$ cat src/sv/xcfe_pkg.sv
`default_nettype none

package xcfe_pkg;

  // Default maximum frame length, in bytes.
  localparam int MAX_LEN_DEF = 15;

  // Shortest legal frame: separator, length and checksum.
  localparam logic [7:0] MIN_LEN = 8'd3;

  // Separator value after reset.
  localparam logic [7:0] SEP_RESET = 8'h55;

  // At most this many result beats are produced for one input beat.
  localparam int RES_LIMIT = 64;
  localparam int RES_CNT_W = $clog2(RES_LIMIT + 1);

  // Result kinds.
  localparam logic KIND_FRAME = 1'b0;
  localparam logic KIND_ERR   = 1'b1;

  // Commands from the controller to the datapath.
  typedef struct packed {
    logic feed_in;    // parse the input beat
    logic feed_rep;   // parse the byte read back from the replay buffer
    logic st_rd;      // read the frame store at the pass index
    logic rb_rd;      // read the replay buffer at the replay pointer
    logic emit_byte;  // send one stored frame byte, copying the tail if needed
    logic copy_byte;  // copy one stored tail byte into the replay buffer
  } xcfe_cmd_t;

  // Status from the datapath to the controller.
  typedef struct packed {
    logic out_free;   // output register can take a beat this cycle
    logic body_end;   // the next parsed byte is a checksum byte
    logic cmpl_good;  // that checksum matches
    logic cmpl_copy;  // the frame tail must be copied before replay
    logic idx_last;   // pass index is at the last frame byte
    logic rep_pend;   // replay bytes are waiting
  } xcfe_sts_t;

endpackage

`default_nettype wire

$ cat src/sv/xor_checked_frame_extractor_top.sv
`default_nettype none

// Length-prefixed frame extractor with XOR checksum. Bytes arrive one per
// input beat; a frame is separator, length N (3 to MAX_LEN), N-3 payload
// bytes and a checksum equal to the XOR of all preceding frame bytes. A good
// frame leaves as N result beats with last set on the checksum byte; a bad
// length gives one error beat (kind 1, byte 0, last 1); a bad checksum gives
// nothing. A separator inside the payload causes the bytes from that point
// to be parsed again once the frame closes. When a good frame closes, each
// byte is read from the single-port frame store before it is placed in the
// output register, and a check for pending replay bytes follows. A bad
// checksum leads only to that check, after a copy of the tail bytes to the
// replay buffer when a restart is pending and the checksum byte came from
// the input rather than from a replay. Each replayed byte goes through a
// buffer read, a parse and a dispatch. The block takes no input beat while
// it emits, copies or replays, and stalls when the output is held off. The
// separator register may be written at any time through the cfg channel,
// which is always ready.
module xor_checked_frame_extractor_top import xcfe_pkg::*; #(
  parameter int MAX_LEN = MAX_LEN_DEF
) (
  input  wire logic       clk,
  input  wire logic       rst_n,
  input  wire logic       in_valid,
  output logic            in_ready,
  input  wire logic [7:0] in_data_byte,
  output logic            out_valid,
  input  wire logic       out_ready,
  output logic            out_kind,
  output logic [7:0]      out_frame_byte,
  output logic            out_last,
  input  wire logic       cfg_valid,
  output logic            cfg_ready,
  input  wire logic [7:0] cfg_separator_value
);

  xcfe_cmd_t cmd;
  xcfe_sts_t sts;

  // The separator register takes a write in every cycle.
  assign cfg_ready = 1'b1;

  xcfe_ctrl u_ctrl (
    .clk      (clk),
    .rst_n    (rst_n),
    .in_valid (in_valid),
    .in_ready (in_ready),
    .sts      (sts),
    .cmd      (cmd)
  );

  xcfe_dpath #(
    .MAX_LEN (MAX_LEN)
  ) u_dpath (
    .clk                 (clk),
    .rst_n               (rst_n),
    .cfg_valid           (cfg_valid),
    .cfg_separator_value (cfg_separator_value),
    .in_data_byte        (in_data_byte),
    .out_ready           (out_ready),
    .out_valid           (out_valid),
    .out_kind            (out_kind),
    .out_frame_byte      (out_frame_byte),
    .out_last            (out_last),
    .cmd                 (cmd),
    .sts                 (sts)
  );

endmodule

`default_nettype wire

$ cat src/sv/xcfe_ctrl.sv
`default_nettype none

module xcfe_ctrl import xcfe_pkg::*; (
  input  wire logic      clk,
  input  wire logic      rst_n,
  input  wire logic      in_valid,
  output logic           in_ready,
  input  wire xcfe_sts_t sts,
  output xcfe_cmd_t      cmd
);

  localparam logic [2:0] S_IDLE     = 3'd0;
  localparam logic [2:0] S_EM_RD    = 3'd1;
  localparam logic [2:0] S_EM_WR    = 3'd2;
  localparam logic [2:0] S_CP_RD    = 3'd3;
  localparam logic [2:0] S_CP_WR    = 3'd4;
  localparam logic [2:0] S_NEXT     = 3'd5;
  localparam logic [2:0] S_REP_RD   = 3'd6;
  localparam logic [2:0] S_REP_FEED = 3'd7;

  logic [2:0] state_r;
  logic [2:0] state_nxt;
  logic [2:0] after_cmpl;

  // Where to go once a checksum byte has been parsed.
  always_comb begin
    if (sts.cmpl_good) begin
      after_cmpl = S_EM_RD;
    end else if (sts.cmpl_copy) begin
      after_cmpl = S_CP_RD;
    end else begin
      after_cmpl = S_NEXT;
    end
  end

  // Sequencer for parsing, frame emission, tail copy and replay.
  always_comb begin
    state_nxt = state_r;
    cmd       = '0;
    in_ready  = 1'b0;
    case (state_r)
      S_IDLE: begin
        in_ready = sts.out_free;
        if (in_valid && sts.out_free) begin
          cmd.feed_in = 1'b1;
          if (sts.body_end) begin
            state_nxt = after_cmpl;
          end
        end
      end
      S_EM_RD: begin
        cmd.st_rd = 1'b1;
        state_nxt = S_EM_WR;
      end
      S_EM_WR: begin
        if (sts.out_free) begin
          cmd.emit_byte = 1'b1;
          state_nxt     = sts.idx_last ? S_NEXT : S_EM_RD;
        end
      end
      S_CP_RD: begin
        cmd.st_rd = 1'b1;
        state_nxt = S_CP_WR;
      end
      S_CP_WR: begin
        cmd.copy_byte = 1'b1;
        state_nxt     = sts.idx_last ? S_NEXT : S_CP_RD;
      end
      S_NEXT: begin
        state_nxt = sts.rep_pend ? S_REP_RD : S_IDLE;
      end
      S_REP_RD: begin
        cmd.rb_rd = 1'b1;
        state_nxt = S_REP_FEED;
      end
      S_REP_FEED: begin
        if (sts.out_free) begin
          cmd.feed_rep = 1'b1;
          state_nxt    = sts.body_end ? after_cmpl : S_NEXT;
        end
      end
      default: begin
        state_nxt = S_IDLE;
      end
    endcase
  end

  // State register.
  always_ff @(posedge clk) begin
    if (!rst_n) begin
      state_r <= S_IDLE;
    end else begin
      state_r <= state_nxt;
    end
  end

  // At most one datapath operation is issued in any cycle.
  a_one_cmd: assert property (@(posedge clk) disable iff (!rst_n)
    $onehot0(cmd))
    else $error("more than one datapath command issued");

  // An input beat that does not close a frame leaves the controller idle.
  a_idle_stays: assert property (@(posedge clk) disable iff (!rst_n)
    (state_r == S_IDLE && in_valid && in_ready && !sts.body_end) |=> state_r == S_IDLE)
    else $error("controller left idle without a completed frame");

endmodule

`default_nettype wire

$ cat src/sv/xcfe_dpath.sv
`default_nettype none

module xcfe_dpath import xcfe_pkg::*; #(
  parameter int MAX_LEN = MAX_LEN_DEF
) (
  input  wire logic       clk,
  input  wire logic       rst_n,
  input  wire logic       cfg_valid,
  input  wire logic [7:0] cfg_separator_value,
  input  wire logic [7:0] in_data_byte,
  input  wire logic       out_ready,
  output logic            out_valid,
  output logic            out_kind,
  output logic [7:0]      out_frame_byte,
  output logic            out_last,
  input  wire xcfe_cmd_t  cmd,
  output xcfe_sts_t       sts
);

  localparam int AW = $clog2(MAX_LEN);
  localparam int LW = $clog2(MAX_LEN + 1);

  localparam logic [1:0] PH_HUNT   = 2'd0;
  localparam logic [1:0] PH_LENGTH = 2'd1;
  localparam logic [1:0] PH_BODY   = 2'd2;

  // Frame store and replay buffer.
  logic [7:0] store_mem [MAX_LEN];
  logic [7:0] rb_mem [MAX_LEN];
  logic [7:0] st_q;
  logic [7:0] rb_q;

  logic [7:0]           sep_r, sep_nxt;
  logic [1:0]           phase_r, phase_nxt;
  logic [LW-1:0]        n_r, n_nxt;
  logic [AW-1:0]        pos_r, pos_nxt;
  logic [7:0]           xor_r, xor_nxt;
  logic [AW-1:0]        rs_r, rs_nxt;
  logic [AW-1:0]        rl_r, rl_nxt;
  logic [AW-1:0]        j_r, j_nxt;
  logic                 in_rb_r, in_rb_nxt;
  logic                 copy_r, copy_nxt;
  logic [AW-1:0]        idx_r, idx_nxt;
  logic [LW-1:0]        rd_r, rd_nxt;
  logic [LW-1:0]        last_r, last_nxt;
  logic [RES_CNT_W-1:0] res_cnt_r, res_cnt_nxt;
  logic                 out_valid_r, out_valid_nxt;
  logic                 out_kind_r;
  logic [7:0]           out_byte_r;
  logic                 out_last_r;

  logic                 feed;
  logic [7:0]           fb;
  logic                 is_sep;
  logic                 len_bad;
  logic [LW-1:0]        n_m1;
  logic                 body_end;
  logic                 jump;
  logic                 restart;
  logic                 cmpl_good;
  logic                 err;
  logic                 st_we;
  logic [AW-1:0]        st_wa;
  logic                 rb_we;
  logic [AW-1:0]        rb_wa;
  logic                 idx_last;
  logic                 out_free;
  logic [RES_CNT_W-1:0] cnt_base;
  logic                 load;

  // Byte being parsed and the tests on it.
  always_comb begin
    feed      = cmd.feed_in | cmd.feed_rep;
    fb        = cmd.feed_rep ? rb_q : in_data_byte;
    is_sep    = (fb == sep_r);
    len_bad   = (fb < MIN_LEN) || (fb > 8'(MAX_LEN));
    n_m1      = n_r - LW'(1);
    body_end  = (phase_r == PH_BODY) && (LW'(pos_r) == n_m1);
    jump      = cmd.feed_rep && in_rb_r;
    restart   = (rs_r != '0);
    cmpl_good = (xor_r == fb);
    err       = feed && (phase_r == PH_LENGTH) && len_bad;
    idx_last  = (LW'(idx_r) == n_m1);
    out_free  = !out_valid_r || out_ready;
  end

  // Frame store write position for the parsed byte.
  always_comb begin
    st_we = 1'b0;
    st_wa = pos_r;
    case (phase_r)
      PH_HUNT: begin
        st_we = feed && is_sep;
        st_wa = '0;
      end
      PH_LENGTH: begin
        st_we = feed && !len_bad;
        st_wa = AW'(1);
      end
      PH_BODY: begin
        st_we = feed;
        st_wa = pos_r;
      end
      default: begin
        st_we = 1'b0;
      end
    endcase
  end

  // Tail bytes go to the replay buffer from its start.
  always_comb begin
    rb_we = cmd.copy_byte || (cmd.emit_byte && copy_r && (idx_r >= rl_r));
    rb_wa = idx_r - rl_r;
  end

  // Parser, pass index and replay pointer.
  always_comb begin
    sep_nxt   = cfg_valid ? cfg_separator_value : sep_r;
    phase_nxt = phase_r;
    n_nxt     = n_r;
    pos_nxt   = pos_r;
    xor_nxt   = xor_r;
    rs_nxt    = rs_r;
    rl_nxt    = rl_r;
    j_nxt     = j_r;
    in_rb_nxt = in_rb_r;
    copy_nxt  = copy_r;
    idx_nxt   = idx_r;
    rd_nxt    = cmd.feed_rep ? rd_r + LW'(1) : rd_r;
    last_nxt  = last_r;
    if (cmd.emit_byte || cmd.copy_byte) begin
      idx_nxt = idx_r + AW'(1);
    end
    if (feed) begin
      case (phase_r)
        PH_HUNT: begin
          if (is_sep) begin
            xor_nxt   = fb;
            phase_nxt = PH_LENGTH;
            in_rb_nxt = cmd.feed_rep;
            j_nxt     = rd_r[AW-1:0];
          end
        end
        PH_LENGTH: begin
          if (len_bad) begin
            phase_nxt = PH_HUNT;
          end else begin
            xor_nxt   = xor_r ^ fb;
            n_nxt     = fb[LW-1:0];
            pos_nxt   = AW'(2);
            rs_nxt    = '0;
            phase_nxt = PH_BODY;
          end
        end
        PH_BODY: begin
          if (!body_end) begin
            xor_nxt = xor_r ^ fb;
            if (is_sep && !restart) begin
              rs_nxt = pos_r;
            end
            pos_nxt = pos_r + AW'(1);
          end else begin
            // Checksum byte: set up emission, tail copy and replay.
            phase_nxt = PH_HUNT;
            rs_nxt    = '0;
            rl_nxt    = rs_r;
            copy_nxt  = restart && !jump;
            idx_nxt   = cmpl_good ? '0 : rs_r;
            if (restart) begin
              if (jump) begin
                rd_nxt = LW'(j_r) + LW'(rs_r);
              end else begin
                rd_nxt   = '0;
                last_nxt = n_m1 - LW'(rs_r);
              end
            end
          end
        end
        default: begin
          phase_nxt = PH_HUNT;
        end
      endcase
    end
  end

  // Result counting per input beat and the output register.
  always_comb begin
    cnt_base      = cmd.feed_in ? '0 : res_cnt_r;
    load          = (err || cmd.emit_byte) && (cnt_base < RES_CNT_W'(RES_LIMIT));
    res_cnt_nxt   = cnt_base + {{(RES_CNT_W - 1){1'b0}}, load};
    out_valid_nxt = load ? 1'b1 : (out_ready ? 1'b0 : out_valid_r);
  end

  // Memories with registered reads.
  always_ff @(posedge clk) begin
    if (st_we) begin
      store_mem[st_wa] <= fb;
    end
    if (cmd.st_rd) begin
      st_q <= store_mem[idx_r];
    end
    if (rb_we) begin
      rb_mem[rb_wa] <= st_q;
    end
    if (cmd.rb_rd) begin
      rb_q <= rb_mem[rd_r[AW-1:0]];
    end
  end

  // Control registers.
  always_ff @(posedge clk) begin
    if (!rst_n) begin
      sep_r       <= SEP_RESET;
      phase_r     <= PH_HUNT;
      n_r         <= '0;
      pos_r       <= '0;
      xor_r       <= '0;
      rs_r        <= '0;
      in_rb_r     <= 1'b0;
      copy_r      <= 1'b0;
      rd_r        <= LW'(1);
      last_r      <= '0;
      res_cnt_r   <= '0;
      out_valid_r <= 1'b0;
    end else begin
      sep_r       <= sep_nxt;
      phase_r     <= phase_nxt;
      n_r         <= n_nxt;
      pos_r       <= pos_nxt;
      xor_r       <= xor_nxt;
      rs_r        <= rs_nxt;
      in_rb_r     <= in_rb_nxt;
      copy_r      <= copy_nxt;
      rd_r        <= rd_nxt;
      last_r      <= last_nxt;
      res_cnt_r   <= res_cnt_nxt;
      out_valid_r <= out_valid_nxt;
    end
  end

  // Payload registers.
  always_ff @(posedge clk) begin
    rl_r  <= rl_nxt;
    j_r   <= j_nxt;
    idx_r <= idx_nxt;
    if (load) begin
      out_kind_r <= err ? KIND_ERR : KIND_FRAME;
      out_byte_r <= err ? 8'h00 : st_q;
      out_last_r <= err ? 1'b1 : idx_last;
    end
  end

  assign out_valid      = out_valid_r;
  assign out_kind       = out_kind_r;
  assign out_frame_byte = out_byte_r;
  assign out_last       = out_last_r;

  always_comb begin
    sts.out_free  = out_free;
    sts.body_end  = body_end;
    sts.cmpl_good = cmpl_good;
    sts.cmpl_copy = restart && !jump;
    sts.idx_last  = idx_last;
    sts.rep_pend  = (rd_r <= last_r);
  end

  // The replay pointer never runs more than one past the end of the replay.
  a_rd_bound: assert property (@(posedge clk) disable iff (!rst_n)
    {1'b0, rd_r} <= ({1'b0, last_r} + 1'b1))
    else $error("replay pointer beyond replay end");

  // Inside a frame body the write position stays within the frame.
  a_pos_bound: assert property (@(posedge clk) disable iff (!rst_n)
    (phase_r == PH_BODY) |-> (LW'(pos_r) < n_r))
    else $error("body position outside frame");

  // A result beat is only produced when the output register can take it.
  a_load_free: assert property (@(posedge clk) disable iff (!rst_n)
    (err || cmd.emit_byte) |-> out_free)
    else $error("result produced while output register busy");

endmodule

`default_nettype wire

$ cat config.mk
export PLATFORM = sky130hd
export DESIGN_NAME = xor_checked_frame_extractor_top
export DESIGN_NICKNAME = d
export VERILOG_FILES = /design/src/sv/xcfe_pkg.sv /design/src/sv/xor_checked_frame_extractor_top.sv /design/src/sv/xcfe_ctrl.sv /design/src/sv/xcfe_dpath.sv
export SDC_FILE = /design/constraint.sdc
export NUM_CORES = 1
export LEC_CHECK = 0
export BUFFER_PORTS_ARGS = -buffer_cell sky130_fd_sc_hd__buf_2
export CAP_MARGIN = 20
export CORE_ASPECT_RATIO = 0.8
export CORE_MARGIN = 4
export CORE_UTILIZATION = 45
export DETAILED_ROUTE_END_ITERATION = 16
export GPL_TIMING_DRIVEN = 1
export SLEW_MARGIN = 20
export SYNTH_ARGS = -nofsm -noshare
export SYNTH_HDL_FRONTEND = slang
export SYNTH_SLANG_ARGS = --single-unit
export TNS_END_PERCENT = 10
$ cat constraint.sdc
create_clock -name clk -period 4.36 [get_ports clk]
set_input_delay 0.872 -clock clk [delete_from_list [all_inputs] [get_ports clk]]
set_output_delay 0.872 -clock clk [all_outputs]
set_load 0.03 [all_outputs]
Word-level counts from Yosys, hierarchy flattened
Memory sizes are Yosys's and may differ from the RTL's. A register that Yosys moved wholly into a read port is not among the register bits.
Cells that the tools add are included.
Widths: inputs -> output; s select.
{ "classes": {"shifts": 0, "n_mul": 0, "bitwise": 4, "n_mux": 57, "n_reduce_logical": 37, "div": 0, "eq_ne": 22, "n_addsub": 8, "magnitude_cmp": 5} }
{ "op_table": {"columns": ["op", "count"], "rows": [
  ["$mux 4", 16],
  ["$mux 8", 4],
  ["$mux 3", 10],
  ["$pmux 3 s8", 1],
  ["$pmux 4 s2", 3],
  ["$pmux 8 s3", 1],
  ["$eq 8x8->1", 2],
  ["$mux 1", 16],
  ["$add 4x1->4 const B", 3],
  ["$eq 3x3->1 const B", 4],
  ["$logic_and 1x1->1", 12],
  ["$ne 2x1->1 const B", 6],
  ["$reduce_and 3->1", 4],
  ["$reduce_and 4->1", 3],
  ["$reduce_and 5->1", 2],
  ["$eq 4x4->1", 2],
  ["$gt 8x4->1 const B", 1],
  ["$lt 8x2->1 const B", 1],
  ["$sub 4x4->4", 2],
  ["$xor 8x8->8", 1],
  ["$add 7x1->7", 1],
  ["$lt 7x7->1 const B", 1],
  ["$mux 7", 1],
  ["$eq 3x2->1 const B", 2],
  ["22 further kinds", 34]
]} }
{ "totals": {"out_inout_bits": 13, "register_bits": 73, "word_cells": 154, "mem_bits_ro": 0, "memories": 2, "latch_bits": 0, "inputBits": 21, "ramBits": 240} }
{ "mem_list": {"columns": ["name", "depth", "word_bits", "rd", "rd_ports_with_merged_regs", "write_ports", "line_no", "rtl"], "rows": [
  ["u_dpath.rb_mem", 15, 8, 1, 1, 1, "xcfe_dpath.sv:29", "logic [7:0] rb_mem [MAX_LEN];"],
  ["u_dpath.store_mem", 15, 8, 1, 1, 1, "xcfe_dpath.sv:28", "logic [7:0] store_mem [MAX_LEN];"]
]} }

Depth between registers and ports, before layout
Gate-level depths: netlist of the first run.
{ "logic_depth": {"ltp_word": 12, "depth_mapped": 14, "mapped_depth_nobuf": 11} }

Cells and area by module
From an unflattened synthesis of the first run, not the netlist that was laid out.
{ "hier_totals": {"cells_unflattened": 924, "area_unflattened_um2": 14281.2} }
{ "by_module_without_submodules": {"columns": ["module", "cells_each", "n_inst", "area_each_um2", "seq_area_each_um2"], "rows": [
  ["xcfe_dpath", 876, 1, 13935.9, 9268.9],
  ["xcfe_ctrl", 46, 1, 334.1, 60.1],
  ["xor_checked_frame_extractor_top", 2, 1, 11.3, 0.0]
]} }

Worst setup path after synthesis of the first run
OpenSTA, ideal clock, no wires.
{ "synth_path": {"path_kind": "register -> register", "from": "register u_dpath.idx_r[0]", "to": "memory u_dpath.rb_mem[9][0] (enable)", "slack_ns": 0.345, "t_arrival_ns": 3.631, "required_time_ns": 3.977, "path_buffers": 3, "stages_incl_launch_ff": 15, "synth_period_minus_slack_ns": 4.015, "setup_time_ns": 0.383, "cell_sequence": "dfxtp_1 clkbuf_1 buf_2 buf_2 inv_1 ha_1 inv_1 fa_1 a21oi_1 o21bai_1 a21oi_1 or3b_2 a21oi_1 nand3_1 nor3_1"} }
{ "synth_via": {"elab_chain_len": 5, "elab_cells_between_ends": 6, "cone_classes": "add/sub (1); order compare (1); mux (2); reduce/logical (2)"} }
{ "synth_lines": {"columns": ["element", "line_no", "rtl"], "rows": [
  ["start, declared", "xcfe_dpath.sv:43", "logic [AW-1:0] idx_r, idx_nxt;"],
  ["start signal, assigned", "xcfe_dpath.sv:245", "idx_r <= idx_nxt;"],
  ["$ge 4x4->1", "xcfe_dpath.sv:112", "rb_we = cmd.copy_byte || (cmd.emit_byte && copy_r && (idx_r >= rl_r));"],
  ["$logic_and 1x1->1", "xcfe_dpath.sv:112", null],
  ["$logic_or 1x1->1", "xcfe_dpath.sv:112", null],
  ["$mux 1", "xcfe_dpath.sv:202", "if (rb_we) begin"],
  ["$mux 1 (not written as such)", "xcfe_dpath.sv:203", "rb_mem[rb_wa] <= st_q;"],
  ["end, declared", "xcfe_dpath.sv:29", null]
]} }
Several ways; a longest one is shown, not always the timed one.

Final worst setup path of the first run
{ "layout_path": {"from": "register u_ctrl.state_r[2]", "to": "memory u_dpath.store_mem[1][6] (enable)"} }
{ "layout_via": {"elab_chain_len": 10, "elab_cells_between_ends": 16, "cone_classes": "order compare (2); eq/ne (2); mux (6); bitwise (1); reduce/logical (5)"} }
{ "layout_lines": {"columns": ["element", "line_no", "rtl"], "rows": [
  ["start, declared", "xcfe_ctrl.sv:21", "logic [2:0] state_r;"],
  ["start signal, assigned", "xcfe_ctrl.sv:93", "state_r <= state_nxt;"],
  ["$eq 3x3->1", "xcfe_ctrl.sv:41", "case (state_r)"],
  ["$mux 1", "xcfe_ctrl.sv:41", null],
  ["$mux 8", "xcfe_dpath.sv:74", "fb = cmd.feed_rep ? rb_q : in_data_byte;"],
  ["$lt 8x2->1 / $gt 8x4->1 (equally long branches)", "xcfe_dpath.sv:76", "len_bad = (fb < MIN_LEN) || (fb > 8'(MAX_LEN));"],
  ["$logic_or 1x1->1", "xcfe_dpath.sv:76", null],
  ["$logic_not 1->1", "xcfe_dpath.sv:97", "st_we = feed && !len_bad;"],
  ["$logic_and 1x1->1", "xcfe_dpath.sv:97", null],
  ["$pmux 1 s3 (*)", "xcfe_dpath.sv:91", "case (phase_r)"],
  ["$mux 1 (*)", "xcfe_dpath.sv:196", "if (st_we) begin"],
  ["$mux 1 (not written as such) (*)", "xcfe_dpath.sv:197", "store_mem[st_wa] <= fb;"],
  ["end, declared", "xcfe_dpath.sv:28", null]
]} }
Mark *: on every way between the ends. The rest lies on a longest branch, timed or not.

==> impl_metrics.tcl, run 1 <==
set metrics [dict create \
    min_to "u_dpath.last_r[2]" \
    synthesis.nets 1028 \
    synth_edf_count 274 \
    critPathMaxFanout 18 \
    ff2ff_path_depth 8 \
    synthToLayoutAreaGrowth_pct 11.4 \
    cts-root-buf "clkbuf_16" \
    synth_seq_cells 329 \
    initial_core_util 0.461 \
    crit_path_start_kind "flop" \
    status "finished, final reports clean" \
    grt_usage 0.188 \
    synth_ff_type "edfxtp_1" \
    skew_ps 23.6 \
    hold_viol_final 0 \
    switchingPower_mw 2.14 \
    rsz0062_at_grt "false" \
    cts_resized 0 \
    clkPwrFrac 0.354 \
    r2r-end "u_dpath.store_mem[1][6]" \
    final_common_cell "edfxtp_1" \
    max-slew-margin-rel 0.314 \
    drtAntennaViolNets 0 \
    worstSetupPathType "flop to flop" \
    viasPerCell 5.77 \
    min_period_ps 3470 \
    power_density_nw_per_um2 485 \
    htree_levels 2 \
    synth_area_leaders "edfxtp_1 56%, mux4_2 9.9%, dfxtp_1 7.5%" \
    p_leak_nw 5.54 \
    port_buffers 32 \
    cts_tree "yes" \
    yosysWarningCount 0 \
    critPathRequiredTime_ps 4570 \
    grt_pass1_wl_microns 51400 \
    fmax_ghz 0.288 \
    drive_gt1_frac 0.185 \
    core_area_sq_um 31700 \
    worstMarginPinSlew_ps 1030 \
    yosysTopAreaCell "edfxtp_1" \
    setup_viol_count_final 0 \
    r2r_start "u_ctrl.state_r[2]" \
    clkLatencyLatePin_ps 510 \
    ys_seq_area_frac 0.639 \
    numCtsBuffers 34 \
    route.detailed.drc 0 \
    fin_crit_sh 0.795 \
    fill_cells 2566 \
    antenna_found_initial 2 \
    finalSetupTns_ps 0 \
    die_area_sq_um 35400 \
    maxCapViolCount 0 \
    synthArstFlopShare 0 \
    synth.distinct_cells 83 \
    clock_sinks 329 \
    ctsHoldBuffers 0 \
    clk_pin_slew_ps 60 \
    min_path_type "flop to flop" \
    pwr-share-comb 0.174 \
    netSwitchingFraction 0.272 \
    hpwlAfterDp_microns 22800 \
    gp_congestion 0.865 \
    netlist_area_sq_um 14600 \
    die_x_microns 209 \
    avgSynthCellArea_sq_um 14.9 \
    first_global_vias 8172 \
    cts.path.max_buffers 3 \
    overflow 0 \
    hold_path_depth 1 \
    final_cell_mix "274 x edfxtp_1, 64 x mux4_2, 59 x nand2_1, 51 x dfxtp_1, 50 x nor2_1" \
    final_area_sq_um 16300 \
    crit_path_end_kind "flop" \
    cts_setup_buffers 0 \
    synthCells 980 \
    io_pins 34 \
    grt_max_degree 46 \
    netlist.area_leader.share 0.563 \
    first_pass_iters 5 \
    pwr-share-seq 0.472 \
    r2r_slack_ps 890 \
    drv_slew 0 \
    rows 58 \
    final_nets 1068 \
    post_drt_wl_per_cell_microns 22.8 \
    vias 8445 \
    vdd_drop_max_mv 0.241 \
    routed_wl_microns 33400 \
    drt-initial-drc-count 811 \
    min-delay-start "u_dpath.last_r[2]" \
    die_y_microns 169 \
    dpl_cell_area_sq_um 15200 \
    arrival_ps 3680 \
    power.internal_mw 5.75 \
    num_antenna_cells 0 \
]
[cells in the mapped netlist, types with 6 or more instances]
cell type and number:
buf_2 12, clkbuf_1 28, dfxtp_1 55, nand2_1 59, o21a_1 13, a21oi_1 25, edfxtp_1 274, ha_1 24
nor2_1 50, mux2i_1 28, mux4_2 64, nand2b_1 12, o21ai_0 34, a211oi_1 9, nor2b_1 13, and3_1 7
nand3_1 29, nor4_1 6, inv_1 44, nor3_1 9, xnor2_1 23, o31ai_1 7, xor2_1 13, o22ai_1 9
and2_1 20, a32o_1 6, nand4_1 7
[per-stage QoR]
stage / utilization / power (mW) / hold WS, ps / instances / worst slack, ps
final: 0.513 / 7.89 / 505 / 1464 / 892
after global routing: 0.513 / 8.22 / 534 / 1464 / 672
after CTS: 0.513 / 7.96 / 509 / 1464 / 942
after detailed placement: 0.480 / 5.17 / 495 / 1404 / 625
after global placement: 0.480 / 5.17 / 482 / 1404 / 764
after floorplan: - / 4.70 / 431 / 980 / 345
[kinds of logic (layout without fill, tap and decap cells)]
group | after synthesis | in the layout | synth area share
buf+inv | 93 | 157 | 0.0278
mux | 94 | 94 | 0.120
xor+xnor | 38 | 38 | 0.0242
simple gates | 242 | 242 | 0.0896
fa+ha+maj | 27 | 27 | 0.0247
flops | 329 | 329 | 0.639
other cells | 1 | 1 | 0.000257
compound gates | 156 | 156 | 0.0754
[layout make-up]
| cell class | count | area, sq um | share of cell area |
|---|---|---|---|
| Sequential cell | 329 | 9330 | 0.573 |
| Multi-Input combinational cell | 558 | 4870 | 0.299 |
| Timing Repair Buffer | 53 | 318 | 0.0195 |
| Clock buffer | 43 | 926 | 0.0569 |
| Inverter | 44 | 165 | 0.0101 |
| Clock inverter | 17 | 134 | 0.00823 |
| Tap cell | 420 | 526 | 0.0323 |
[registers in the layout, indices dropped and copies added, names as in the netlist, 7 cells and up]
signal	cells
u_dpath.xor_r	8
u_dpath.out_frame_byte	8
u_dpath.rb_q	8
u_dpath.res_cnt_r	7
u_dpath.sep_r	8
u_dpath.st_q	8
u_dpath.rb_mem	120
u_dpath.store_mem	120
[worst max path at each step]
stage,start,to,slack (ps),cells after the start
final,u_ctrl.state_r[2],u_dpath.store_mem[1][6],890,8
after detailed placement,out_ready,u_dpath.store_mem[1][2],630,9
after floorplan,u_dpath.idx_r[0],u_dpath.rb_mem[9][0],350,14
after CTS,u_ctrl.state_r[2],u_dpath.store_mem[1][6],940,8
after global routing,u_ctrl.state_r[2],u_dpath.store_mem[3][6],670,8
after global placement,out_ready,u_dpath.store_mem[1][4],760,9
[power groups by stage]
stage               Combinational, mW  Clock [mW]  Sequential (mW)
finish                           1.37        2.80             3.72
global route                     1.49        3.00             3.74
CTS                              1.39        2.85             3.72
detailed placement               1.38           0             3.79
global placement                 1.38           0             3.79
floorplan                       0.999           0             3.70
[routing by layer]
layer / part of all wire / vias to the layer above / global-route usage / wire [microns]
met5: 0 / - / 0 / 0
met1: 0.48 / 4241 / 0.304 / 16100
met2: 0.43 / 290 / 0.268 / 14200
met3: 0.071 / 60 / 0.0312 / 2390
met4: 0.022 / 0 / 0.0454 / 726
li1: - / 3854 / - / -
[critical path, cell delays in order (launching register included)]
cell	delay [ps]
dfxtp_1	720
nand3_4	250
nor2_2	410
mux2i_1	480
o2111ai_2	240
nor4_4	420
nand3b_4	130
a211oi_1	290
buf_4	220
Power figures use the tool's default switching activity.
==> inputs of run 2 (changes only) <==
clock period = 3.1 ns   (was 4.36 ns; I/O delays follow)
==> run 2 against run 1 <==
Against the previous run: combinational power grew 57%; cell count grew 3.7%; worst setup slack got worse by 550 ps; critical endpoint is now u_dpath.store_mem[3][0]; largest power group unchanged.
==> impl_metrics.tcl, run 2 (synthesized netlist as in run 1, its figures left out) <==
set metrics [dict create \
    antenna_found_initial 3 \
    routed_wl_microns 34600 \
    hpwlAfterDp_microns 24100 \
    cts_resized 0 \
    max-slew-margin-rel 0.466 \
    fmax_ghz 0.363 \
    r2r_start "u_ctrl.state_r[2]" \
    final_nets 1121 \
    critPathMaxFanout 9 \
    crit_chain "nand3_4, nor2_2, mux2i_1, o2111ai_2, nor4_4, nand3b_4, a211oi_4, buf_12" \
    post_drt_wl_per_cell_microns 22.8 \
    drt-initial-drc-count 897 \
    min_to "u_dpath.sep_r[2]" \
    crit_path_start_kind "flop" \
    drive_gt1_frac 0.249 \
    first_pass_iters 7 \
    die_y_microns 169 \
    clkPwrFrac 0.354 \
    cts_tree "yes" \
    ctsHoldBuffers 0 \
    clkLatencyLatePin_ps 520 \
    maxCapViolCount 0 \
    numCtsBuffers 35 \
    overflow 0 \
    ff2ff_path_depth 8 \
    rsz0062_at_grt "false" \
    drv_slew 0 \
    status "finished, final reports clean" \
    fin_crit_sh 0.889 \
    cpPeakStageDelay_ps 490 \
    final_cell_mix "274 x edfxtp_1, 71 x buf_4, 64 x mux4_2, 59 x nand2_1, 52 x dfxtp_1" \
    core_area_sq_um 31700 \
    initial_core_util 0.461 \
    p_leak_nw 5.86 \
    min_path_type "primary input to flop" \
    r2r-end "u_dpath.store_mem[3][0]" \
    power_density_nw_per_um2 673 \
    min-delay-start "cfg_separator_value[2]" \
    worstMarginPinSlew_ps 794 \
    min_period_ps 2760 \
    r2r_slack_ps 340 \
    arrival_ps 2990 \
    grt_usage 0.197 \
    cts.path.max_buffers 3 \
    crit_path_end_kind "flop" \
    pwr-share-seq 0.458 \
    io_pins 34 \
    viasPerCell 5.75 \
    clk_pin_slew_ps 60 \
    cts_setup_buffers 0 \
    die_area_sq_um 35400 \
    num_antenna_cells 0 \
    pwr-share-comb 0.189 \
    switchingPower_mw 3.14 \
    rows 58 \
    worstSetupPathType "flop to flop" \
    vias 8725 \
    grt_pass1_wl_microns 53700 \
    path_buf_inv 1 \
    whs_ps 324 \
    fin_cells 1518 \
    gp_congestion 0.839 \
    cts-root-buf "clkbuf_16" \
    first_global_vias 8532 \
    cpLargestDelayFamily "simple AND/OR/NAND/NOR gates" \
    final_util 0.535 \
    power.internal_mw 8.27 \
    htree_levels 2 \
    die_x_microns 209 \
    dp_cells 1456 \
    hold_path_depth 3 \
    synthToLayoutAreaGrowth_pct 16.1 \
    netSwitchingFraction 0.275 \
    port_buffers 32 \
    final_common_cell "edfxtp_1" \
    skew_ps 19.6 \
    critPathRequiredTime_ps 3330 \
    crit_slowest_cell "dfxtp_1" \
    clock_sinks 329 \
    setup_viol_count_final 0 \
    hold_viol_final 0 \
    grt_max_degree 45 \
    route.detailed.drc 0 \
    vdd_drop_max_mv 0.357 \
    drtAntennaViolNets 0 \
    largestRegisters "u_dpath.rb_mem (120), u_dpath.store_mem (120)" \
]
-- run 2: cell types whose count changed in the layout (fill, tap and decap cells not counted), moves of 3 or more --
cell | before | now
a211oi_1 | 9 | 5
a211oi_4 | 0 | 4
clkbuf_1 | 6 | 9
nor3_4 | 0 | 4
buf_4 | 21 | 71
nand3_4 | 1 | 5
nor2_4 | 1 | 4
clkinv_1 | 8 | 5
nand3_1 | 29 | 25
nor2_1 | 50 | 39
nor3_1 | 9 | 5
nor2_2 | 2 | 10
-- run 2: metal layers --
metal  GRT usage  vias up  share of wire
met5           0        -              0
met4      0.0377        0          0.016
met3      0.0436       38          0.078
met2       0.277      274           0.42
met1       0.319     4451           0.49
li1            -     3962              -
-- run 2: worst max path at each step --
stage                 startpoint                 endpoint  slack, ps  cells past startpoint
4_1_cts        u_ctrl.state_r[2]  u_dpath.store_mem[3][6]        320                      8
6_report       u_ctrl.state_r[2]  u_dpath.store_mem[3][0]        340                      8
3_5_place_dp           out_ready  u_dpath.store_mem[3][0]         10                      9
2_1_floorplan          out_ready  u_dpath.store_mem[2][0]        -60                      8
3_3_place_gp           out_ready  u_dpath.store_mem[3][5]         60                      9
5_1_grt        u_ctrl.state_r[2]  u_dpath.store_mem[0][1]        140                      8
-- run 2: cell type report --
class,instances,area [sq um]
Clock buffer,48,987
Tap cell,420,526
Sequential cell,329,9330
Multi-Input combinational cell,558,5100
Inverter,44,165
Timing Repair Buffer,105,733
Clock inverter,14,118
Fill cell,2554,14800
-- run 2: power groups by stage --
stage	Combinational (mW)	Sequential [mW]	Clock (mW)
2_1_floorplan	1.64	5.21	0
3_3_place_gp	2.16	5.31	0
3_5_place_dp	2.17	5.32	0
4_1_cts	2.18	5.22	4.15
5_1_grt	2.34	5.24	4.34
6_report	2.15	5.22	4.04
-- run 2: tightest hold or removal path, stage by stage --
cell and delay (ps):
buf_2 70, mux2i_1 50, nand2_1 60
-- run 2: stage by stage --
stage                     setup TNS, ps  area (sq um)  worst slack (ps)  total power [mW]
after global routing                  0         17000               140              11.9
after global placement                0         15900              62.7              7.47
after detailed placement              0         15900              12.4              7.49
final                                 0         17000               344              11.4
after floorplan                   -1970         14900             -61.7              6.85
after CTS                             0         17000               324              11.5
